[config.mk]
export PLATFORM = sky130hd
export DESIGN_NAME = sid_queue
export DESIGN_NICKNAME = d
export VERILOG_FILES = /design/src/hw/rtl/sid_pkg.sv /design/src/hw/rtl/sid_queue.sv
export SDC_FILE = /design/constraint.sdc
export NUM_CORES = 1
export LEC_CHECK = 0
export ABC_AREA = 1
export BUFFER_PORTS_ARGS = -buffer_cell sky130_fd_sc_hd__buf_2
export CAP_MARGIN = 15
export CORE_ASPECT_RATIO = 0.8
export CORE_MARGIN = 2
export CORE_UTILIZATION = 31
export DETAILED_ROUTE_END_ITERATION = 8
export GPL_ROUTABILITY_DRIVEN = 0
export GPL_TIMING_DRIVEN = 0
export MAX_ROUTING_LAYER = met4
export PLACE_DENSITY = 0.54
export SYNTH_ARGS = -nofsm -noshare
export SYNTH_HDL_FRONTEND = slang
export SYNTH_SLANG_ARGS = --single-unit
[constraint.sdc]
create_clock -name clk_i -period 12.18 [get_ports clk_i]
set_input_delay 1.827 -clock clk_i [delete_from_list [all_inputs] [get_ports clk_i]]
set_output_delay 1.827 -clock clk_i [all_outputs]
set_load 0.01 [all_outputs]
[src/hw/rtl/sid_pkg.sv]
package sid_pkg;

  localparam int unsigned DataWidth = 32;
  localparam int unsigned QueueDepth = 2;
  localparam int unsigned QueuePtrW = (QueueDepth > 1) ? $clog2(QueueDepth) : 1;
  localparam int unsigned QueueCntW = $clog2(QueueDepth + 1);

  typedef logic [DataWidth-1:0] data_t;

  localparam data_t DwSign = {1'b1, {(DataWidth - 1){1'b0}}};
  localparam data_t DwMask = {DataWidth{1'b1}};

  typedef enum logic [1:0] {
    KIND_NORMAL,
    KIND_OVERFLOW,
    KIND_DIV_ZERO
  } kind_e;

  // One classified operation as it travels from the front to the back.
  typedef struct packed {
    kind_e kind;
    logic  neg;
    data_t mag_a;
    data_t mag_b;
  } op_t;

endpackage

[src/hw/rtl/sid_queue.sv]
module sid_queue import sid_pkg::*; (
  input  logic clk_i,
  input  logic rst_ni,
  input  logic push_i,
  input  op_t  data_i,
  output logic full_o,
  input  logic pop_i,
  output logic empty_o,
  output op_t  data_o
);

  op_t                  mem_q [QueueDepth];
  logic [QueuePtrW-1:0] wr_ptr_q, wr_ptr_d;
  logic [QueuePtrW-1:0] rd_ptr_q, rd_ptr_d;
  logic [QueueCntW-1:0] cnt_q, cnt_d;
  logic                 do_push, do_pop;

  assign full_o  = (cnt_q == QueueCntW'(QueueDepth));
  assign empty_o = (cnt_q == '0);
  assign do_push = push_i && !full_o;
  assign do_pop  = pop_i && !empty_o;
  assign data_o  = mem_q[rd_ptr_q];

  function automatic logic [QueuePtrW-1:0] next_ptr(input logic [QueuePtrW-1:0] ptr);
    logic [QueuePtrW-1:0] res;
    if (ptr == QueuePtrW'(QueueDepth - 1)) begin
      res = '0;
    end else begin
      res = ptr + QueuePtrW'(1);
    end
    return res;
  endfunction

  always_comb begin
    wr_ptr_d = do_push ? next_ptr(wr_ptr_q) : wr_ptr_q;
    rd_ptr_d = do_pop ? next_ptr(rd_ptr_q) : rd_ptr_q;
    cnt_d    = cnt_q;
    if (do_push && !do_pop) begin
      cnt_d = cnt_q + QueueCntW'(1);
    end else if (do_pop && !do_push) begin
      cnt_d = cnt_q - QueueCntW'(1);
    end
  end

  always_ff @(posedge clk_i or negedge rst_ni) begin
    if (!rst_ni) begin
      wr_ptr_q <= '0;
      rd_ptr_q <= '0;
      cnt_q    <= '0;
    end else begin
      wr_ptr_q <= wr_ptr_d;
      rd_ptr_q <= rd_ptr_d;
      cnt_q    <= cnt_d;
    end
  end

  always_ff @(posedge clk_i) begin
    if (do_push) begin
      mem_q[wr_ptr_q] <= data_i;
    end
  end

  cnt_bound_a: assert property (@(posedge clk_i) disable iff (!rst_ni)
    cnt_q <= QueueCntW'(QueueDepth))
    else $error("queue count exceeds depth");

  cnt_track_a: assert property (@(posedge clk_i) disable iff (!rst_ni)
    (do_push && !do_pop) |=> (cnt_q == $past(cnt_q) + QueueCntW'(1)))
    else $error("queue count did not follow a lone push");

  ptr_gap_a: assert property (@(posedge clk_i) disable iff (!rst_ni)
    (cnt_q == '0) || (cnt_q == QueueCntW'(QueueDepth)) || (wr_ptr_q != rd_ptr_q))
    else $error("queue pointers disagree with count");

endmodule

==> results.md <==
* Library cells used by synthesis at 15
* Htree depth at 4
* Antenna violations before repair at 0
* Grt total ovfl at 0
* Yosys warnings at 0
* CP bufs+invs at 5
* Worst endpoint required time at 10350 ps
* Vias after detailed routing at 3185
* Post-Synthesis Cells at 382
* Number of remaining DRC errors at 0
* Nets@finish at between 600 and 700
* Starting Density at between 30% and 40%
* Period minus WS final at 3460 ps
* Post-synthesis sequential area ratio at 80.7%
* RSZ-0062 raised after global routing: no
* Vias in the first global route at 3144
* CTS tree: done
* Synthesized area per cell at 13.4 sq um
* # IOs at 140
* P&R area growth vs syn at 30.9%
* Post-detail-place hpwl at 6890 um
* Initial DRT Pass Iterations at 4
* Largest net degree at the start of global routing at 37
* Final Setup Violations at 0
* Clock Sinks at 138
* Area of the multi-input gates at 861 sq um
* Max cap viols at 0
* Part of the cycle the worst path needs at between 20% and 30%
* Fill cell count at 1517
* Final Hold Viols at 0
* Routed Antenna Nets at 0
* Final Util at 41.9%
* Top delay family on crit path: buffers and inverters
* GRT Util Overall at around an eighth
* Skew-Pair Late Insertion Delay at 410 ps
* Setup Buffers After CTS at 0
* Outcome: complete, no violations
* Clk_skew at 8.15 ps
* Root Driver: clkbuf_16
* Max Freq at 0.289 GHz
* Max incr delay on CP at approximately 350 ps
* Seq. cell area at 4120 sq um
* Most common cell after layout, fill and taps aside: nand2_1
* Die width at approximately 150 um
* Worst min-delay path class: reg2reg
* Commonest cells after routing, fill and taps aside: nand2_1, buf_2, edfxtp_1
* Slew @ Worst Pin at 462 ps
* Setup CP Type: reg2out
* Layout cell share with drive strength beyond 1 at 32.8%
* Total wire length at 10300 um
* Net Count, Synth at 454
* Max-slew headroom at 68.9%
* Vias per cell at roughly 4.1
* Clock Tree Buf Depth at 2
* Worst Setup Start Kind: register
* Clock-pin slew on the worst setup and hold paths at ~50 ps
* Crit path arrival time at 1630 ps
* Post-CTS Hold Fix Bufs at 0
* CTS resizes at 0
* First-pass GRT wire length at 16000 um
* Total negative slack at 0 ps
* CTS Buf Count at 17
* Crit-path slowest cell: dfrtp_1
* Crit end category: primary output
* Die H at about 120 um
* Crit Path Max Fanout at 10
* Area of the mapped netlist at slightly above 5000 sq um
* IO Port Bufs at 139
* Worst VDD drop at between 100 and 150 uV
* Pins Over Slew Limit at 0
* Die ar. at 17500 sq um
* Yosys reg bits at 138
* Initial drt markers at 114
* WL/cell at 13.4 um
* FP Rows at 41
* Core footprint at 16000 sq um
* Static Leak at 0.00289 uW
* Pwr dens at 249 nW/um^2
* ANT cells at 0
* Crit-path cells: buf_4 -> inv_2 -> buf_6 -> buf_6 -> nand2_1 -> nand2_1 -> buf_2
[final timing paths]
kind | from | endpoint | slack (ps) | cells past startpoint
worst min register to register | wr_ptr_q | wr_ptr_q | 520 | 2
max in group asynchronous | rst_ni | wr_ptr_q | 10850 | 1
worst max-delay path | rd_ptr_q | data_o[43] | 8720 | 7
worst min-delay path | wr_ptr_q | wr_ptr_q | 520 | 2
worst max register to register | cnt_q[0] | mem_q[0][65] | 10370 | 5
min in group asynchronous | rst_ni | cnt_q[0] | 1220 | 1
[logic make-up after synthesis]
group / after synthesis / share of synthesized area, %
flops: 138 / 80.7
compound gates: 2 / 0.196
xor+xnor: 1 / 0.171
buf+inv: 23 / 2.64
simple gates: 217 / 16.1
fa+ha+maj: 1 / 0.245
[layer usage]
metal | share of wire, % | track usage [%]
met1 | 45 | 14.7
met2 | 48 | 19.6
met3 | 6.0 | 4.75
met4 | 0.84 | 3.73
met5 | 0 | -
[worst register-to-register path, delay by kind of cell, from the launching register on]
kind	cells	cell delay, ps
buf+inv	2	660
flops	1	450
simple gates	3	360
[stage by stage]
step | hold WS, ps | worst slack (ps) | instance area, sq um | total power [uW] | std cells
finish | 525 | 8720 | 6690 | 1670 | 770
global route | 555 | 8600 | 6690 | 1780 | 770
CTS | 531 | 8650 | 6690 | 1700 | 770
detailed placement | 496 | 8930 | 6150 | 1220 | 739
global placement | 462 | 5030 | 6080 | 1210 | 736
floorplan | 449 | 6960 | 5110 | 990 | 382
[area by class of cell]
class | count | share of cell area, %
Sequential cell | 138 | 61.6
Tap cell | 215 | 4.02
Clock inverter | 10 | 1.53
Timing Repair Buffer | 142 | 11.3
Clock buffer | 21 | 6.58
Buffer | 15 | 1.57
Multi-Input combinational cell | 221 | 12.9
Inverter | 8 | 0.486
[power by group]
| part | leakage [uW] | internal [uW] | switching [uW] |
|---|---|---|---|
| clock | 0.000255 | 296 | 178 |
| sequential | 0.00129 | 647 | 25.7 |
| combinational | 0.00134 | 186 | 335 |
[state kept, by name, summed over array words and instances (netlist names)]
name	count
cnt_q	2
mem_q	134
rd_ptr_q	1
wr_ptr_q	1
[synthesized netlist by cell type]
library cell	n	area, sq um
o21ai_0	2	10.0
buf_6	4	45.0
edfxtp_1	134	4020
nand2_1	210	788
nand4_1	1	6.26
nand3b_1	1	7.51
dfrtp_1	4	100
buf_4	2	15.0
inv_2	1	3.75
nor2_1	4	15.0
inv_1	7	26.3
nand3_1	1	5.00
xnor2_1	1	8.76
ha_1	1	12.5
buf_2	9	45.0
Power figures use the tool's default switching activity.
