<file path="src/hw/rtl/sid_pkg.sv">
package sid_pkg;

  localparam int unsigned DataWidth = 32;
  localparam int unsigned QueueDepth = 2;
  localparam int unsigned QueuePtrW = (QueueDepth > 1) ? $clog2(QueueDepth) : 1;
  localparam int unsigned QueueCntW = $clog2(QueueDepth + 1);

  typedef logic [DataWidth-1:0] data_t;

  localparam data_t DwSign = {1'b1, {(DataWidth - 1){1'b0}}};
  localparam data_t DwMask = {DataWidth{1'b1}};

  typedef enum logic [1:0] {
    KIND_NORMAL,
    KIND_OVERFLOW,
    KIND_DIV_ZERO
  } kind_e;

  // One classified operation as it travels from the front to the back.
  typedef struct packed {
    kind_e kind;
    logic  neg;
    data_t mag_a;
    data_t mag_b;
  } op_t;

endpackage

</file>
<file path="src/hw/rtl/sid_back.sv">
module sid_back import sid_pkg::*; (
  input  logic  clk_i,
  input  logic  rst_ni,
  input  logic  op_valid_i,
  input  op_t   op_i,
  output logic  valid_o,
  output data_t quotient_o,
  output logic  overflow_flag_o,
  output logic  sign_flag_o,
  output logic  div_by_zero_flag_o,
  output logic  zero_flag_o
);

  // Stage 0 holds the operation taken from the queue; stages 1 to DataWidth
  // each resolve one quotient bit, most significant first.
  logic  vld_q  [DataWidth+1];
  data_t rem_q  [DataWidth+1];
  data_t aq_q   [DataWidth+1];
  data_t b_q    [DataWidth+1];
  kind_e kind_q [DataWidth+1];
  logic  neg_q  [DataWidth+1];

  always_ff @(posedge clk_i or negedge rst_ni) begin
    if (!rst_ni) begin
      vld_q[0] <= 1'b0;
    end else begin
      vld_q[0] <= op_valid_i;
    end
  end

  always_ff @(posedge clk_i) begin
    if (op_valid_i) begin
      rem_q[0]  <= '0;
      aq_q[0]   <= op_i.mag_a;
      b_q[0]    <= op_i.mag_b;
      kind_q[0] <= op_i.kind;
      neg_q[0]  <= op_i.neg;
    end
  end

  for (genvar i = 1; i <= DataWidth; i++) begin : g_stage
    data_t trial;
    logic  ge;

    // The partial remainder stays below the divisor, so its top bit is free.
    assign trial = {rem_q[i-1][DataWidth-2:0], aq_q[i-1][DataWidth-1]};
    assign ge    = (trial >= b_q[i-1]);

    always_ff @(posedge clk_i or negedge rst_ni) begin
      if (!rst_ni) begin
        vld_q[i] <= 1'b0;
      end else begin
        vld_q[i] <= vld_q[i-1];
      end
    end

    always_ff @(posedge clk_i) begin
      if (vld_q[i-1]) begin
        rem_q[i]  <= ge ? (trial - b_q[i-1]) : trial;
        aq_q[i]   <= {aq_q[i-1][DataWidth-2:0], ge};
        b_q[i]    <= b_q[i-1];
        kind_q[i] <= kind_q[i-1];
        neg_q[i]  <= neg_q[i-1];
      end
    end
  end

  data_t mq;
  data_t q_d;
  logic  ovf_d, sgn_d, dz_d, zf_d;
  logic  valid_q;
  data_t q_q;
  logic  ovf_q, sgn_q, dz_q, zf_q;

  assign mq = aq_q[DataWidth];

  always_comb begin
    q_d   = '0;
    ovf_d = 1'b0;
    sgn_d = 1'b0;
    dz_d  = 1'b0;
    zf_d  = 1'b0;
    unique case (kind_q[DataWidth])
      KIND_OVERFLOW: begin
        q_d   = DwSign;
        ovf_d = 1'b1;
        sgn_d = 1'b1;
      end
      KIND_DIV_ZERO: begin
        q_d   = DwMask;
        dz_d  = 1'b1;
        sgn_d = 1'b1;
      end
      default: begin
        if (mq == '0) begin
          zf_d = 1'b1;
        end else if (neg_q[DataWidth]) begin
          q_d   = ~mq + data_t'(1);
          sgn_d = 1'b1;
        end else begin
          q_d = mq;
        end
      end
    endcase
  end

  always_ff @(posedge clk_i or negedge rst_ni) begin
    if (!rst_ni) begin
      valid_q <= 1'b0;
    end else begin
      valid_q <= vld_q[DataWidth];
    end
  end

  always_ff @(posedge clk_i) begin
    if (vld_q[DataWidth]) begin
      q_q   <= q_d;
      ovf_q <= ovf_d;
      sgn_q <= sgn_d;
      dz_q  <= dz_d;
      zf_q  <= zf_d;
    end
  end

  assign valid_o            = valid_q;
  assign quotient_o         = q_q;
  assign overflow_flag_o    = ovf_q;
  assign sign_flag_o        = sgn_q;
  assign div_by_zero_flag_o = dz_q;
  assign zero_flag_o        = zf_q;

  out_follows_pipe_a: assert property (@(posedge clk_i) disable iff (!rst_ni)
    valid_q |-> $past(vld_q[DataWidth]))
    else $error("result strobe without an operation in the last stage");

  ovf_flags_a: assert property (@(posedge clk_i) disable iff (!rst_ni)
    (valid_q && ovf_q) |-> (sgn_q && !dz_q && !zf_q && (q_q == DwSign)))
    else $error("overflow result has wrong flags or value");

  dz_flags_a: assert property (@(posedge clk_i) disable iff (!rst_ni)
    (valid_q && dz_q) |-> (sgn_q && !ovf_q && !zf_q && (q_q == DwMask)))
    else $error("divide-by-zero result has wrong flags or value");

  zero_flags_a: assert property (@(posedge clk_i) disable iff (!rst_ni)
    (valid_q && zf_q) |-> ((q_q == '0) && !sgn_q && !ovf_q && !dz_q))
    else $error("zero quotient has wrong flags");

endmodule
</file>
<file path="config.mk">
export PLATFORM = sky130hd
export DESIGN_NAME = sid_back
export DESIGN_NICKNAME = d
export VERILOG_FILES = /design/src/hw/rtl/sid_pkg.sv /design/src/hw/rtl/sid_back.sv
export SDC_FILE = /design/constraint.sdc
export NUM_CORES = 2
export LEC_CHECK = 0
export BUFFER_PORTS_ARGS = -buffer_cell sky130_fd_sc_hd__buf_2
export CAP_MARGIN = 20
export CORE_AREA = 2 2 502 504
export DETAILED_ROUTE_END_ITERATION = 10
export DIE_AREA = 0 0 504 506
export GPL_TIMING_DRIVEN = 0
export PLACE_DENSITY = 0.77
export SLEW_MARGIN = 20
export SYNTH_ARGS = -nofsm -noshare
export SYNTH_HDL_FRONTEND = slang
export SYNTH_SLANG_ARGS = --single-unit
</file>
<file path="constraint.sdc">
create_clock -name clk_i -period 4.2 [get_ports clk_i]
set_input_delay 0.63 -clock clk_i [delete_from_list [all_inputs] [get_ports clk_i]]
set_output_delay 0.63 -clock clk_i [all_outputs]
set_load 0.02 [all_outputs]
</file>
==> run_results.csv <==
group,metric,value,unit
clock_tree,cts_sinks,3210,
synth,synth-seq-cells,3210,
synth,synth.area.mux_share,0.03497,
drt,wl,399200,um
setup_path,critical_path_class,"reg -> reg",
synth,synthAdderAreaFrac,0.08230,
power_and_ir_drop,power.density,711.8,nW/um2
setup_path,end_kind,"flip-flop",
synth,yosys_warnings,0,
placement,io_buffers,106,
run_status,failed_checks,"negative setup slack",
run_status,status,"complete, but fails checks",
grt,grt_max_degree,67,
layout,final_util,0.7121,
die,core,250000,um2
layout,drive_above_1_share,0.1088,
clock_tree,cts_buffer_depth,4,
synth,synth.distinct_cells,86,
sta,worstMarginPinSlew,1.016,ns
synth,synth.largest_area_cell,"edfxtp_1",
synth,yosys.area_share.simple,0.06798,
sta,min_period_over_period,1.000,
placement,place_congestion,0.9848,
sta,setup-violations-final,1,
synth,synth_ff_type,"edfxtp_1",
setup_path,crit_slowest_cell,"xor2_1",
run,maxCapViolations,0,
setup_path,cp.buffers_inverters,0,
die,ioPinCount,107,
clock_tree,cts_buffers,345,
die,start_util,0.6354,
clock_tree,cts-root-buf,"clkbuf_16",
synth,syn_avg_cell_area,12.63,um2
clock_tree,htreeDepth,5,
sta,relSlewSlack,0.3138,
sta,final_max_slew_viol_count,0,
setup_path,crit_chain,"or3_1 > or2_1 > or4_4 > or2_1 > or4_4 > or2_1 > or3_4 > o21ai_0 > xor2_1 > o21ai_1",
synth,synth-edff-count,3176,
clock_tree,cts_tree,"done",
synth,syn_inst,12580,
sta,grt_setup_unrepaired,"yes",
synth,syn_nets,13670,
layout,fin_area,178000,um2
setup_path,max_stage_delay,0.55,ns
sta,setup_slack,-0.0003979,ns
sta,clock.fmax,238.1,MHz
die,fp.dieH,506,um
drt,first_pass_iters,9,
drt,drc,0,
grt,grt.total_usage,0.3079,
drt,avgViaCountPerCell,6.170,
setup_path,arrival,4.84,ns
drt,final_antenna_net_count,0,
synth,synth_top_cells_by_area,"edfxtp_1 (60%), ha_1 (7.9%), a21oi_1 (3.3%), mux2_2 (3.3%), inv_1 (2.9%)",
grt,overflow,0,
layout,layout_common_cells,"edfxtp_1 (3,176), inv_1 (1,242), a21oi_1 (1,047), ha_1 (997), nand2_1 (668)",
clock_tree,clkTransAtPathRegs,0.06,ns
sta,clock-skew-final,0.1253,ns
setup_path,crit_required,4.84,ns
synth,synth-xor-area-share,0.04691,
grt,antenna_found_initial,17,
drt,first_iter_violations,10360,
power_and_ir_drop,power.leakage,0.07191,uW
placement,dp_hpwl,286300,um
drt,wl_per_cell,23.79,um
synth,synth_compound_area_frac,0.1257,
synth,yosysSeqAreaShare,0.6057,
synth,synth_top_family_by_area,"compound AO/OA/AOI/OAI gates",
setup_path,crit_fanout,5,
layout,final_common_cell,"edfxtp_1",
grt,grt_pass1_vias,102900,
synth,yosysTopAreaCellShare,0.6003,
power_and_ir_drop,vdd_drop_max,461.8,uV
drt,num_vias,103600,
layout,syn_to_final_growth,12.07,%
setup_path,start_kind,"flip-flop",
sta,period_needed,4.200,ns
grt,grt_pass1_wl,607600,um
setup_path,cp_common_cell,"or2_1",
setup_path,cpLargestDelayFamily,"simple AND/OR/NAND/NOR gates",
sta,hold_violations,0,
clock_tree,clkLatencyLatePin,1.01,ns
synth,synth-async-reset-ratio,0.01059,
hold_path,hp-class,"in -> reg",
placement,place_area,165000,um2
layout,nNetsFinal,14260,
die,fp.dieArea,255000,um2
die,die_width,504,um
die,rows,184,
layout,nFillCells,16560,
synth,synth_area,158900,um2
worst paths after layout:
path	slack, ns	cells past startpoint	startpoint	end
worst max-delay path	-0.0004	10	aq_q[2][6]	quotient_o[30]
worst min-delay path	0.11	1	op_valid_i	aq_q[0][6]
worst max register to register	-0.0004	10	aq_q[2][6]	quotient_o[30]
worst min register to register	0.34	0	aq_q[1][41]	aq_q[1][74]
max in group asynchronous	3.48	3	rst_ni	vld_q[2]
min in group asynchronous	0.19	3	rst_ni	valid_o
area by class of cell:
type / count / area, um2 / area share
inverter: 1242 / 4662 / 0.02618
antenna: 10 / 25.02 / 0.0001405
sequential: 3210 / 96340 / 0.5411
tap: 3348 / 4189 / 0.02353
multi-input combinational: 7835 / 57770 / 0.3245
clock inverter: 185 / 1883 / 0.01058
timing repair buffer: 253 / 2650 / 0.01488
buffer: 277 / 1371 / 0.007702
clock buffer: 424 / 9154 / 0.05141
per-layer routing:
| metal | GRT usage | wire [um] | up-vias |
|---|---|---|---|
| met1 | 0.4190 | 167300 | 50810 |
| met3 | 0.04720 | 25330 | 884 |
| met5 | 0 | 41 | - |
| met2 | 0.5090 | 192200 | 4128 |
| li1 | - | - | 47730 |
| met4 | 0.1057 | 14310 | 6 |
per-stage QoR:
| step | std cells | worst slack (ns) | total power (uW) | hold slack [ns] | TNS (ns) |
|---|---|---|---|---|---|
| 5_1_grt | 16780 | -0.09224 | 133400 | 0.07139 | -0.9371 |
| 4_1_cts | 16760 | 0.00001954 | 125600 | 0.04444 | 0 |
| 6_report | 16780 | -0.0003979 | 126700 | 0.1106 | -0.0003979 |
| 2_1_floorplan | 12580 | 0.4398 | 81070 | 0.3344 | 0 |
| 3_5_place_dp | 16080 | -1.220 | 94030 | 0.4045 | -433.53 |
| 3_3_place_gp | 16030 | -1.757 | 92510 | 0.4001 | -575.93 |
Yosys cell counts, types with 16 or more instances:
cell,n
a21boi_0,51
nor2_1,614
a221oi_1,31
a31o_2,25
buf_1,17
nand4_1,162
nor4_1,22
inv_1,1242
xor2_1,338
nand3_1,157
and4_1,32
clkbuf_1,253
a211o_1,23
nand2b_1,131
o211ai_1,48
dfrtp_1,34
ha_1,997
or4_1,16
a21oi_1,1061
o2111ai_1,16
o21a_1,105
buf_2,16
o41a_1,16
or2_2,21
a31oi_1,105
o21bai_1,138
o21ai_1,38
mux2i_1,33
a41oi_1,22
nor2b_1,151
nand2_1,670
and3_1,72
o31ai_1,56
a2111oi_0,17
o21ai_0,665
nor3_1,88
and2_1,44
a211oi_1,51
or3_1,36
edfxtp_1,3176
fa_1,30
a21o_1,590
mux2_2,464
xnor2_1,513
registers in the layout, indices dropped and copies added (netlist names), 32 cells and up:
signal	count
aq_q	1056
b_q	1024
kind_q	66
neg_q	33
quotient_o	32
rem_q	961
vld_q	33
cell families (layout without fill, tap and decap cells):
group	after synthesis	count (layout)
other	0	10
xor gates and xnor gates	851	851
AOI/OAI and AO/OA	3201	3201
muxes	497	497
DFF	3210	3210
and+or+nand+nor	2259	2259
adders and majority gates	1027	1027
buffers and inverters	1531	2381
power breakdown:
part / internal, uW / total (uW) / switching, uW
Clock: 17500 / 30100 / 12700
Combinational: 21000 / 49700 / 28700
Sequential: 43200 / 46900 / 3770
what timing repair did:
item / in CTS / in global routing
hold buffers: 69 / 0
endpoints found under the setup margin: 884 / 712
setup buffers: 11 / 17
pin swaps: 12 / 14
resized for setup: 225 / 178
hold endpoints to repair: 101 / 0
(Power assumes the default switching activity.)
